[src/tcpq_pkg.sv]
// Package for the two-class priority queue: sizes, request and status codes,
// controller state and command types, ring pointer helper.
// No dependencies.
`timescale 1ns / 1ps

package tcpq_pkg;

    localparam int QUEUE_DEPTH = 16;
    localparam int PTR_W       = (QUEUE_DEPTH > 1) ? $clog2(QUEUE_DEPTH) : 1;
    localparam int CNT_W       = $clog2(QUEUE_DEPTH + 1);
    localparam int TOT_W       = CNT_W + 1;
    localparam int VALUE_W     = 32;
    localparam int ENTRY_W     = 5;

    typedef enum logic [1:0] {
        REQ_ENQUEUE = 2'd0,
        REQ_DEQUEUE = 2'd1,
        REQ_PROMOTE = 2'd2,
        REQ_UNUSED  = 2'd3
    } req_t;

    typedef enum logic [1:0] {
        STAT_OK        = 2'd0,
        STAT_FULL      = 2'd1,
        STAT_EMPTY     = 2'd2,
        STAT_NO_NORMAL = 2'd3
    } status_t;

    typedef enum logic {
        ST_IDLE = 1'b0,
        ST_EXEC = 1'b1
    } state_t;

    typedef struct packed {
        logic load;
        logic commit;
    } dp_cmd_t;

    function automatic logic [PTR_W-1:0] ptr_inc(input logic [PTR_W-1:0] p);
        logic [PTR_W-1:0] r;
        if (p == PTR_W'(QUEUE_DEPTH - 1)) begin
            r = '0;
        end else begin
            r = p + 1'b1;
        end
        return r;
    endfunction

endpackage

[src/two_class_priority_queue_core.sv]
// Top level of the two-class priority queue: stream ports around the
// controller and datapath. Depends on tcpq_pkg, tcpq_ctrl, tcpq_datapath.
//
//   channel | dir | tdata                         | tuser
//   s_      | in  | [31:0] item_value             | [1:0] req_type, [2] is_urgent
//   m_      | out | [31:0] out_value, [36:32] cnt | [1:0] status
//
// Each request is accepted in ST_IDLE and then executed in ST_EXEC against the
// registered RAM head reads, which loads the result register.
// The next request is accepted while a result beat waits; execution stalls
// only when the result register is still full. Reset is synchronous and
// empties both rings at once; no clearing pass.
`timescale 1ns / 1ps

module two_class_priority_queue_core (
    input  logic        aclk,
    input  logic        aresetn,
    input  logic        s_tvalid,
    output logic        s_tready,
    input  logic [31:0] s_tdata,   // [31:0] item_value
    input  logic [2:0]  s_tuser,   // [1:0] req_type, [2] is_urgent
    output logic        m_tvalid,
    input  logic        m_tready,
    output logic [39:0] m_tdata,   // [31:0] out_value, [36:32] entry_count, [39:37] zero
    output logic [1:0]  m_tuser    // [1:0] status
);

    tcpq_pkg::dp_cmd_t                    cmd;
    logic signed [tcpq_pkg::VALUE_W-1:0]  out_value;
    logic [1:0]                           out_status;
    logic [tcpq_pkg::ENTRY_W-1:0]         out_entry_count;

    tcpq_ctrl u_ctrl (
        .aclk     (aclk),
        .aresetn  (aresetn),
        .s_tvalid (s_tvalid),
        .s_tready (s_tready),
        .m_tvalid (m_tvalid),
        .m_tready (m_tready),
        .cmd      (cmd)
    );

    tcpq_datapath u_datapath (
        .aclk            (aclk),
        .aresetn         (aresetn),
        .cmd             (cmd),
        .in_req          (s_tuser[1:0]),
        .in_value        (s_tdata),
        .in_urgent       (s_tuser[2]),
        .out_value       (out_value),
        .out_status      (out_status),
        .out_entry_count (out_entry_count)
    );

    assign m_tdata = {3'b000, out_entry_count, out_value};
    assign m_tuser = out_status;

endmodule

[src/tcpq_ram.sv]
// Generic single-write, single-read RAM with registered read data.
// No dependencies.
`timescale 1ns / 1ps

module tcpq_ram #(
    parameter int WIDTH = 32,
    parameter int DEPTH = 16
) (
    input  logic                     aclk,
    input  logic                     wr_en,
    input  logic [$clog2(DEPTH)-1:0] wr_addr,
    input  logic [WIDTH-1:0]         wr_data,
    input  logic [$clog2(DEPTH)-1:0] rd_addr,
    output logic [WIDTH-1:0]         rd_data
);

    logic [WIDTH-1:0] mem [DEPTH];
    logic [WIDTH-1:0] rd_data_reg;

    always_ff @(posedge aclk) begin
        if (wr_en) begin
            mem[wr_addr] <= wr_data;
        end
        rd_data_reg <= mem[rd_addr];
    end

    assign rd_data = rd_data_reg;

endmodule

[src/tcpq_ctrl.sv]
// Controller for the two-class priority queue: accept, execute, result handoff.
// Depends on tcpq_pkg.
`timescale 1ns / 1ps

module tcpq_ctrl (
    input  logic             aclk,
    input  logic             aresetn,
    input  logic             s_tvalid,
    output logic             s_tready,
    output logic             m_tvalid,
    input  logic             m_tready,
    output tcpq_pkg::dp_cmd_t cmd
);

    tcpq_pkg::state_t state_reg, state_next;
    logic             m_tvalid_reg, m_tvalid_next;
    logic             out_free;

    always_ff @(posedge aclk) begin
        if (!aresetn) begin
            state_reg    <= tcpq_pkg::ST_IDLE;
            m_tvalid_reg <= 1'b0;
        end else begin
            state_reg    <= state_next;
            m_tvalid_reg <= m_tvalid_next;
        end
    end

    assign out_free = !m_tvalid_reg || m_tready;

    always_comb begin
        state_next    = state_reg;
        m_tvalid_next = m_tvalid_reg && !m_tready;
        s_tready      = 1'b0;
        cmd           = '0;
        unique case (state_reg)
            tcpq_pkg::ST_IDLE: begin
                s_tready = 1'b1;
                if (s_tvalid) begin
                    cmd.load   = 1'b1;
                    state_next = tcpq_pkg::ST_EXEC;
                end
            end
            tcpq_pkg::ST_EXEC: begin
                if (out_free) begin
                    cmd.commit    = 1'b1;
                    m_tvalid_next = 1'b1;
                    state_next    = tcpq_pkg::ST_IDLE;
                end
            end
            default: begin
                state_next = tcpq_pkg::ST_IDLE;
            end
        endcase
    end

    assign m_tvalid = m_tvalid_reg;

`ifndef NO_ASSERTIONS
    a_load_to_exec: assert property (@(posedge aclk) disable iff (!aresetn)
        cmd.load |=> state_reg == tcpq_pkg::ST_EXEC)
        else $error("accepted beat did not move to execute");
    a_commit_valid: assert property (@(posedge aclk) disable iff (!aresetn)
        cmd.commit |=> m_tvalid_reg)
        else $error("committed request has no result beat");
    a_commit_free: assert property (@(posedge aclk) disable iff (!aresetn)
        cmd.commit |-> (!m_tvalid_reg || m_tready))
        else $error("result overwritten before taken");
`endif

endmodule

[src/tcpq_datapath.sv]
// Datapath for the two-class priority queue: two ring FIFOs in RAM, pointers,
// counts and the result register. Depends on tcpq_pkg and tcpq_ram.
`timescale 1ns / 1ps

module tcpq_datapath (
    input  logic                                 aclk,
    input  logic                                 aresetn,
    input  tcpq_pkg::dp_cmd_t                    cmd,
    input  logic [1:0]                           in_req,
    input  logic signed [tcpq_pkg::VALUE_W-1:0]  in_value,
    input  logic                                 in_urgent,
    output logic signed [tcpq_pkg::VALUE_W-1:0]  out_value,
    output logic [1:0]                           out_status,
    output logic [tcpq_pkg::ENTRY_W-1:0]         out_entry_count
);

    tcpq_pkg::req_t                       req_reg;
    logic signed [tcpq_pkg::VALUE_W-1:0]  value_reg;
    logic                                 urgent_reg;

    logic [tcpq_pkg::PTR_W-1:0] u_head_reg, u_head_next, u_tail_reg, u_tail_next;
    logic [tcpq_pkg::PTR_W-1:0] n_head_reg, n_head_next, n_tail_reg, n_tail_next;
    logic [tcpq_pkg::CNT_W-1:0] u_cnt_reg, u_cnt_next, n_cnt_reg, n_cnt_next;

    logic signed [tcpq_pkg::VALUE_W-1:0]  out_value_reg, res_value;
    tcpq_pkg::status_t                    status_reg, res_status;
    logic [tcpq_pkg::ENTRY_W-1:0]         entry_reg;

    logic [tcpq_pkg::TOT_W-1:0]                  total, total_next;
    logic [tcpq_pkg::ENTRY_W+tcpq_pkg::TOT_W-1:0] total_wide;
    logic                                        full;

    logic                         u_wr, n_wr;
    logic [tcpq_pkg::VALUE_W-1:0] u_wr_data, u_rd_data, n_rd_data;

    tcpq_ram #(.WIDTH(tcpq_pkg::VALUE_W), .DEPTH(tcpq_pkg::QUEUE_DEPTH)) u_urgent_ram (
        .aclk    (aclk),
        .wr_en   (u_wr),
        .wr_addr (u_tail_reg),
        .wr_data (u_wr_data),
        .rd_addr (u_head_reg),
        .rd_data (u_rd_data)
    );

    tcpq_ram #(.WIDTH(tcpq_pkg::VALUE_W), .DEPTH(tcpq_pkg::QUEUE_DEPTH)) u_normal_ram (
        .aclk    (aclk),
        .wr_en   (n_wr),
        .wr_addr (n_tail_reg),
        .wr_data (value_reg),
        .rd_addr (n_head_reg),
        .rd_data (n_rd_data)
    );

    assign total      = {1'b0, u_cnt_reg} + {1'b0, n_cnt_reg};
    assign total_next = {1'b0, u_cnt_next} + {1'b0, n_cnt_next};
    assign total_wide = {{tcpq_pkg::ENTRY_W{1'b0}}, total_next};
    assign full       = total >= tcpq_pkg::TOT_W'(tcpq_pkg::QUEUE_DEPTH);

    always_comb begin
        u_head_next = u_head_reg;
        u_tail_next = u_tail_reg;
        n_head_next = n_head_reg;
        n_tail_next = n_tail_reg;
        u_cnt_next  = u_cnt_reg;
        n_cnt_next  = n_cnt_reg;
        u_wr        = 1'b0;
        n_wr        = 1'b0;
        u_wr_data   = value_reg;
        res_value   = '0;
        res_status  = tcpq_pkg::STAT_OK;
        unique case (req_reg)
            tcpq_pkg::REQ_ENQUEUE: begin
                if (full) begin
                    res_status = tcpq_pkg::STAT_FULL;
                end else if (urgent_reg) begin
                    u_wr        = 1'b1;
                    u_tail_next = tcpq_pkg::ptr_inc(u_tail_reg);
                    u_cnt_next  = u_cnt_reg + 1'b1;
                end else begin
                    n_wr        = 1'b1;
                    n_tail_next = tcpq_pkg::ptr_inc(n_tail_reg);
                    n_cnt_next  = n_cnt_reg + 1'b1;
                end
            end
            tcpq_pkg::REQ_DEQUEUE: begin
                if (u_cnt_reg != '0) begin
                    res_value   = u_rd_data;
                    u_head_next = tcpq_pkg::ptr_inc(u_head_reg);
                    u_cnt_next  = u_cnt_reg - 1'b1;
                end else if (n_cnt_reg != '0) begin
                    res_value   = n_rd_data;
                    n_head_next = tcpq_pkg::ptr_inc(n_head_reg);
                    n_cnt_next  = n_cnt_reg - 1'b1;
                end else begin
                    res_status = tcpq_pkg::STAT_EMPTY;
                end
            end
            tcpq_pkg::REQ_PROMOTE: begin
                if (n_cnt_reg != '0) begin
                    u_wr        = 1'b1;
                    u_wr_data   = n_rd_data;
                    u_tail_next = tcpq_pkg::ptr_inc(u_tail_reg);
                    u_cnt_next  = u_cnt_reg + 1'b1;
                    n_head_next = tcpq_pkg::ptr_inc(n_head_reg);
                    n_cnt_next  = n_cnt_reg - 1'b1;
                end else begin
                    res_status = tcpq_pkg::STAT_NO_NORMAL;
                end
            end
            tcpq_pkg::REQ_UNUSED: begin
                res_status = tcpq_pkg::STAT_OK;
            end
            default: begin
                res_status = tcpq_pkg::STAT_OK;
            end
        endcase
        u_wr = u_wr && cmd.commit;
        n_wr = n_wr && cmd.commit;
    end

    always_ff @(posedge aclk) begin
        if (!aresetn) begin
            u_head_reg <= '0;
            u_tail_reg <= '0;
            n_head_reg <= '0;
            n_tail_reg <= '0;
            u_cnt_reg  <= '0;
            n_cnt_reg  <= '0;
        end else if (cmd.commit) begin
            u_head_reg <= u_head_next;
            u_tail_reg <= u_tail_next;
            n_head_reg <= n_head_next;
            n_tail_reg <= n_tail_next;
            u_cnt_reg  <= u_cnt_next;
            n_cnt_reg  <= n_cnt_next;
        end
    end

    always_ff @(posedge aclk) begin
        if (cmd.load) begin
            req_reg    <= tcpq_pkg::req_t'(in_req);
            value_reg  <= in_value;
            urgent_reg <= in_urgent;
        end
        if (cmd.commit) begin
            out_value_reg <= res_value;
            status_reg    <= res_status;
            entry_reg     <= total_wide[tcpq_pkg::ENTRY_W-1:0];
        end
    end

    assign out_value       = out_value_reg;
    assign out_status      = status_reg;
    assign out_entry_count = entry_reg;

`ifndef NO_ASSERTIONS
    a_bound: assert property (@(posedge aclk) disable iff (!aresetn)
        total <= tcpq_pkg::TOT_W'(tcpq_pkg::QUEUE_DEPTH))
        else $error("entries exceed queue depth");
    a_promote_keeps: assert property (@(posedge aclk) disable iff (!aresetn)
        cmd.commit && req_reg == tcpq_pkg::REQ_PROMOTE |=> total == $past(total))
        else $error("promote changed the entry total");
    a_deq_drops: assert property (@(posedge aclk) disable iff (!aresetn)
        cmd.commit && req_reg == tcpq_pkg::REQ_DEQUEUE && total != '0
        |=> total == $past(total) - 1'b1)
        else $error("dequeue did not remove one entry");
    a_idle_hold: assert property (@(posedge aclk) disable iff (!aresetn)
        !cmd.commit |=> $stable(u_head_reg) && $stable(n_head_reg) && $stable(total))
        else $error("queue state moved without a commit");
`endif

endmodule
[config.mk]
export PLATFORM = sky130hd
export DESIGN_NAME = two_class_priority_queue_core
export DESIGN_NICKNAME = d
export VERILOG_FILES = /design/src/tcpq_pkg.sv /design/src/two_class_priority_queue_core.sv /design/src/tcpq_ram.sv /design/src/tcpq_ctrl.sv /design/src/tcpq_datapath.sv
export SDC_FILE = /design/constraint.sdc
export NUM_CORES = 1
export LEC_CHECK = 0
export ABC_CLOCK_PERIOD_IN_PS = 9300
export BUFFER_PORTS_ARGS = -buffer_cell sky130_fd_sc_hd__buf_2
export CORE_MARGIN = 4
export CORE_UTILIZATION = 60
export CTS_CLUSTER_SIZE = 30
export DETAILED_ROUTE_END_ITERATION = 8
export PLACE_DENSITY = 0.82
export SKIP_LAST_GASP = 1
export SLEW_MARGIN = 20
export SYNTH_ARGS = -nofsm -noshare
export SYNTH_HDL_FRONTEND = slang
export SYNTH_SLANG_ARGS = --single-unit
[constraint.sdc]
create_clock -name aclk -period 9.3 [get_ports aclk]
set_clock_uncertainty 0.2 [all_clocks]
set_input_delay 2.325 -clock aclk [delete_from_list [all_inputs] [get_ports aclk]]
set_output_delay 2.325 -clock aclk [all_outputs]
set_load 0.01 [all_outputs]
# Yosys cells after proc, flatten, opt, wreduce, memory -nomap -nowiden
# Memories as Yosys holds them, arrays and structs flattened. A register that Yosys moved wholly into a read port is not among the register bits.
# Index checks and enable logic that the tools add are counted.
[op_classes]
addsub = 10
mul = 0
div = 0
n_lt_le_gt_ge = 1
n_eq_ne = 11
n_shift = 0
mux = 50
bitwise = 3
n_reduce_logical = 15
[op_table]
columns = ["op", "n"]
rows = [
  ["32-bit two-way mux", 4],
  ["5-bit two-way mux", 8],
  ["4-bit two-way mux", 9],
  ["5-bit one-hot mux with 3 select lines", 2],
  ["1-bit two-way mux", 19],
  ["4-bit by 1-bit adder with 4-bit output (second input constant)", 4],
  ["4-bit equality test (second input constant)", 4],
  ["4-bit one-hot mux with 2 select lines", 2],
  ["5-bit by 1-bit adder with 5-bit output (second input constant)", 2],
  ["5-bit nonzero test", 2],
  ["5-bit by 1-bit subtractor with 5-bit output (second input constant)", 2],
  ["2-bit one-hot mux with 4 select lines", 1],
  ["5-bit by 5-bit adder with 6-bit output", 1],
  ["6-bit by 5-bit greater-or-equal comparator with 1-bit output (second input constant)", 1],
  ["2-bit two-way mux", 3],
  ["3-bit AND reduction", 2],
  ["5-bit adder", 1],
  ["5-bit AND reduction", 1],
  ["2-bit equality test (second input constant)", 2],
  ["2-bit by 1-bit inequality test with 1-bit output (second input constant)", 2],
  ["2-bit inequality test (second input constant)", 2],
  ["1-bit one-hot mux with 2 select lines", 2],
  ["4-bit AND reduction", 1],
  ["2-bit nonzero test", 2],
  ["other kinds (6)", 11],
]
[totals]
ff_bits = 102
latchBits = 0
ram_bits = 1024
mem_bits_ro = 0
in_bits = 39
output_inout_bits = 44
wordCells = 106
mem_count = 2
[memory_table]
columns = ["memory", "depth", "width", "read_ports", "rd_ports_with_merged_regs", "write_ports", "line", "source"]
rows = [
  ["u_datapath.u_normal_ram.mem", 16, 32, 1, 1, 1, "tcpq_ram.sv:17", "logic [WIDTH-1:0] mem [DEPTH];"],
  ["u_datapath.u_urgent_ram.mem", 16, 32, 1, 1, 1, "tcpq_ram.sv:17", ""],
]

# Logic depth before layout (Yosys ltp)
[depth]
ltp_word = 7
mapped_depth = 13
mapped_depth_nobuf = 12

# Modules after synthesis
# A second synthesis with hierarchy kept.
[unflattened]
hier_cells = 2122
area_unflattened_um2 = 44903.1
[modules_own_cells]
columns = ["module", "n_inst", "cells_each", "area_each_um2", "seq_area_each_um2"]
rows = [
  ["tcpq_ram", 2, 838, 19835.3, 16015.4],
  ["tcpq_datapath", 1, 433, 5103.6, 2742.6],
  ["tcpq_ctrl", 1, 9, 102.6, 40.0],
  ["two_class_priority_queue_core", 1, 4, 26.3, 0.0],
]

# Worst setup path before layout
# Ideal clock, no wire load.
[synth_path]
path_type = "input to register"
start = "input port m_tready"
end = "memory u_datapath.u_normal_ram.mem[3][0], enable pin"
setup_ps = 461
t_arrival_ps = 5304
path_slack_ps = 3335
stages = 5
path_buffers = 0
path_cell_list = "nand2b_1 nand2_1 nor2_1 nand2_1 nor3_1"
[synth_via]
elab_chain_cells = 6
[synth_lines]
columns = ["element", "line", "source"]
rows = [
  ["from (decl)", "two_class_priority_queue_core.sv:23", "input logic m_tready,"],
  ["1-bit logical OR", "tcpq_ctrl.sv:29", "assign out_free = !m_tvalid_reg || m_tready;"],
  ["1-bit two-way mux", "tcpq_ctrl.sv:45", "if (out_free) begin"],
  ["1-bit two-way mux", "tcpq_ctrl.sv:36", "unique case (state_reg)"],
  ["1-bit logical AND", "tcpq_datapath.sv:118", "n_wr = n_wr && cmd.commit;"],
  ["1-bit two-way mux", "tcpq_ram.sv:21", "if (wr_en) begin"],
  ["1-bit two-way mux (not written as such)", "tcpq_ram.sv:22", "mem[wr_addr] <= wr_data;"],
  ["to (decl)", "tcpq_ram.sv:17", ""],
]
# Every way passes these cells.

# Worst setup path after layout
[layout_path]
start = "input port m_tready"
end = "memory u_datapath.u_normal_ram.mem[6][20], enable pin"
# The elaborated chain is that of the path after synthesis.

==> metrics <==
result of the run=complete, no violations; dpl cell area=46600 sq um; GPL Wtd Cong=between 0.8 and 0.9; Chip Height=approximately 280 microns; Layout Nets=between 2000 and 2500; Routed WL=~100000 microns; Static Leakage=roughly 16 nW; H-tree lvl count=3; mapped cell area=between 40000 and 50000 sq um; post-synthesis sequential element count=about 1200; top-area cell type share of the netlist area=0.731; Remaining Overflow, GRT=0; maximum achievable frequency=221 MHz; number of search-and-repair iterations in the first detailed-routing pass=7; share of cells above drive strength 1=0.293; type of origin of the critical path=primary input; tightest slew margin relative to the limit=0.250; number of antenna violations at the first check in global routing=7; DR WL/cell=31.9 microns; detailed-routed wire length on met2=between 50000 and 60000 microns; via count of the first global-routing pass=21700; uppermost metal layer occupied by signal nets=met5; commonest register cell after synthesis=sky130_fd_sc_hd__edfxtp_1; ratio of total power to cell area=roughly 220 nW/um^2; maximum VDD drop=~280 uV; post-synthesis sequential area ratio=0.772; total of max-cap violations=0; total clock sinks=~1200; starting DRC count in detailed routing=just over 3000; CTS tree=done; clock latency at the later pin of the worst-skew pair=slightly below 0.7 ns; Clk pin slew, worst setup/hold paths=0.06 ns; number of slew-limit violations in the final report=0; commonest non-fill, non-tap cell in the layout=sky130_fd_sc_hd__edfxtp_1; total CTS buffers=around 110; post-synth cell types=slightly below 70; RSZ-0062 raised after global routing=false; Std-Cell Core Area=about 74000 sq um; full die area=79600 sq um; Die W=282 microns; deepest clock path buffer count=3; Final period util=0.488; count of hold buffers inserted by post-cts repair=0; Overall Global Routing Usage=0.262; vias after detailed routing=approximately 22000; minimum clock period=roughly 4.5 ns; cells resized by post-CTS repair=0; maximum fanout count along the critical path=32; DRC violation count after routing=0; total of warnings raised by yosys=0; cell area after layout=between 50000 and 60000 sq um; library cell with the largest summed area after synthesis=sky130_fd_sc_hd__edfxtp_1; wire length of the first global-routing pass=~150000 microns; clock root buffer master=sky130_fd_sc_hd__clkbuf_16; top area cells in the synthesized netlist=sky130_fd_sc_hd__edfxtp_1, sky130_fd_sc_hd__mux4_2, sky130_fd_sc_hd__dfxtp_1; number of standard cells after synthesis=slightly above 2000; slew at the pin closest to its max-slew limit=1.12 ns; pin count of the biggest net entering global routing=roughly 110; P&R area growth vs syn=12.2%; total count of hold-check failures in the final report=0; type of the worst setup path=in2reg; boundary pin count=83; highest-count cells in the layout ignoring fill and taps=sky130_fd_sc_hd__edfxtp_1, sky130_fd_sc_hd__mux4_2, sky130_fd_sc_hd__nand2_1; Tightest Hold Check Type=reg2reg; average footprint of a synthesized cell=22.0 sq um; total negative slack for setup checks=0 ns; Worst setup EP type=register; Post-synth EDFFs=roughly 1100; final setup violation count=0; met3 wire length=around 11000 microns; biggest regs=u_datapath.u_normal_ram.mem: 512 flops, u_datapath.u_urgent_ram.mem: 512 flops; share of flip-flops with an asynchronous set or reset after synthesis=0; Port-buffer cells=79; number of vias per cell after detailed routing=around 6.7; half-perimeter wire length after placement=about 60000 microns; endpoint required time on the critical path=9.37 ns; FF-to-FF setup slack=between 4 and 5 ns; data arrival time at the worst-slack endpoint=4.61 ns; Post-CTS Setup Inserts=0; antenna violation net count after detailed routing=0; effective utilization at floorplan=0.606; row count=100; Metal-1 WL=39100 microns
## synth_stat cells, types with 3 or more instances
cell                          n
sky130_fd_sc_hd__edfxtp_1  1098
sky130_fd_sc_hd__mux4_2     320
sky130_fd_sc_hd__nand2_1    132
sky130_fd_sc_hd__dfxtp_1     92
sky130_fd_sc_hd__clkbuf_1    69
sky130_fd_sc_hd__nor2_1      49
sky130_fd_sc_hd__a22o_1      33
sky130_fd_sc_hd__a21oi_1     25
sky130_fd_sc_hd__ha_1        24
sky130_fd_sc_hd__o21ai_0     23
sky130_fd_sc_hd__buf_2       22
sky130_fd_sc_hd__nand3_1     14
sky130_fd_sc_hd__buf_1       13
sky130_fd_sc_hd__inv_1       13
sky130_fd_sc_hd__nor3_1      13
sky130_fd_sc_hd__nand2b_1    10
sky130_fd_sc_hd__a21o_1       5
sky130_fd_sc_hd__xnor2_1      5
sky130_fd_sc_hd__xor2_1       5
sky130_fd_sc_hd__a31oi_1      4
sky130_fd_sc_hd__o211ai_1     4
sky130_fd_sc_hd__a211oi_1     3
sky130_fd_sc_hd__a21boi_0     3
sky130_fd_sc_hd__a22oi_1      3
sky130_fd_sc_hd__and3_1       3
sky130_fd_sc_hd__buf_4        3
sky130_fd_sc_hd__buf_6        3
sky130_fd_sc_hd__mux2_2       3
sky130_fd_sc_hd__nor3b_1      3
sky130_fd_sc_hd__o31ai_1      3
## stage by stage
| stage | std cells | hold slack [ns] | worst slack [ns] | power (mW) | util |
|---|---|---|---|---|---|
| finish | 3221 | 0.326 | 4.77 | 11.0 | 0.680 |
| detailed placement | 3009 | 0.312 | 4.10 | 6.44 | 0.627 |
| global route | 3220 | 0.343 | 4.65 | 11.3 | 0.679 |
| global placement | 3009 | 0.295 | 4.24 | 6.42 | 0.627 |
| floorplan | 2052 | 0.299 | 3.33 | 6.29 | - |
| CTS | 3213 | 0.324 | 4.79 | 11.0 | 0.677 |
## layout make-up
| cell class | count | area, sq um |
|---|---|---|
| Clock inverter | 63 | 718 |
| Timing Repair Buffer | 105 | 709 |
| Fill cell | 4258 | 23900 |
| Multi-Input combinational cell | 739 | 10000 |
| Antenna cell | 1 | 2.50 |
| Clock buffer | 141 | 3060 |
| Sequential cell | 1190 | 34800 |
| Inverter | 13 | 48.8 |
| Tap cell | 969 | 1210 |
## metal layers
layer	up-vias	global-route usage
met1	11400	0.397
met5	-	0
met4	4	0.0513
met2	1395	0.414
met3	140	0.0503
li1	8742	-
## report_power, final
group	internal, mW	leakage, nW	switching [mW]
clock network	2.70	1.86	1.96
registers	5.93	10.7	0.0756
logic	0.108	3.28	0.222
total	8.74	15.8	2.26
## logic make-up (layout without fill, tap and decap cells)
kind of cell	after synthesis	count (layout)	synth area share
other	1	4	0.0000832
DFF	1190	1190	0.772
buffers and inverters	123	322	0.0116
adders and majority gates	25	25	0.00710
and+or+nand+nor	242	242	0.0242
xor gates and xnor gates	11	11	0.00247
AOI/OAI and AO/OA	133	133	0.0214
muxes	325	325	0.161
## critical path, cell delays in order
cell and delay [ns]:
sky130_fd_sc_hd__buf_2 0.07, sky130_fd_sc_hd__nand2b_1 0.10, sky130_fd_sc_hd__nand2_1 0.05, sky130_fd_sc_hd__buf_4 0.21, sky130_fd_sc_hd__nor2_1 0.48, sky130_fd_sc_hd__nand2_1 0.41
sky130_fd_sc_hd__nor2_4 0.92
## final timing paths
| kind | start | end | cells after the start |
|---|---|---|---|
| min | u_ctrl.m_tvalid | u_ctrl.m_tvalid | 2 |
| max | m_tready | u_datapath.u_normal_ram.mem[6][20] | 7 |
| max reg2reg | u_datapath.n_cnt_reg[4] | u_datapath.u_normal_ram.mem[6][20] | 6 |
| min reg2reg | u_ctrl.m_tvalid | u_ctrl.m_tvalid | 2 |
No activity file was read; power rests on OpenSTA's default activity.
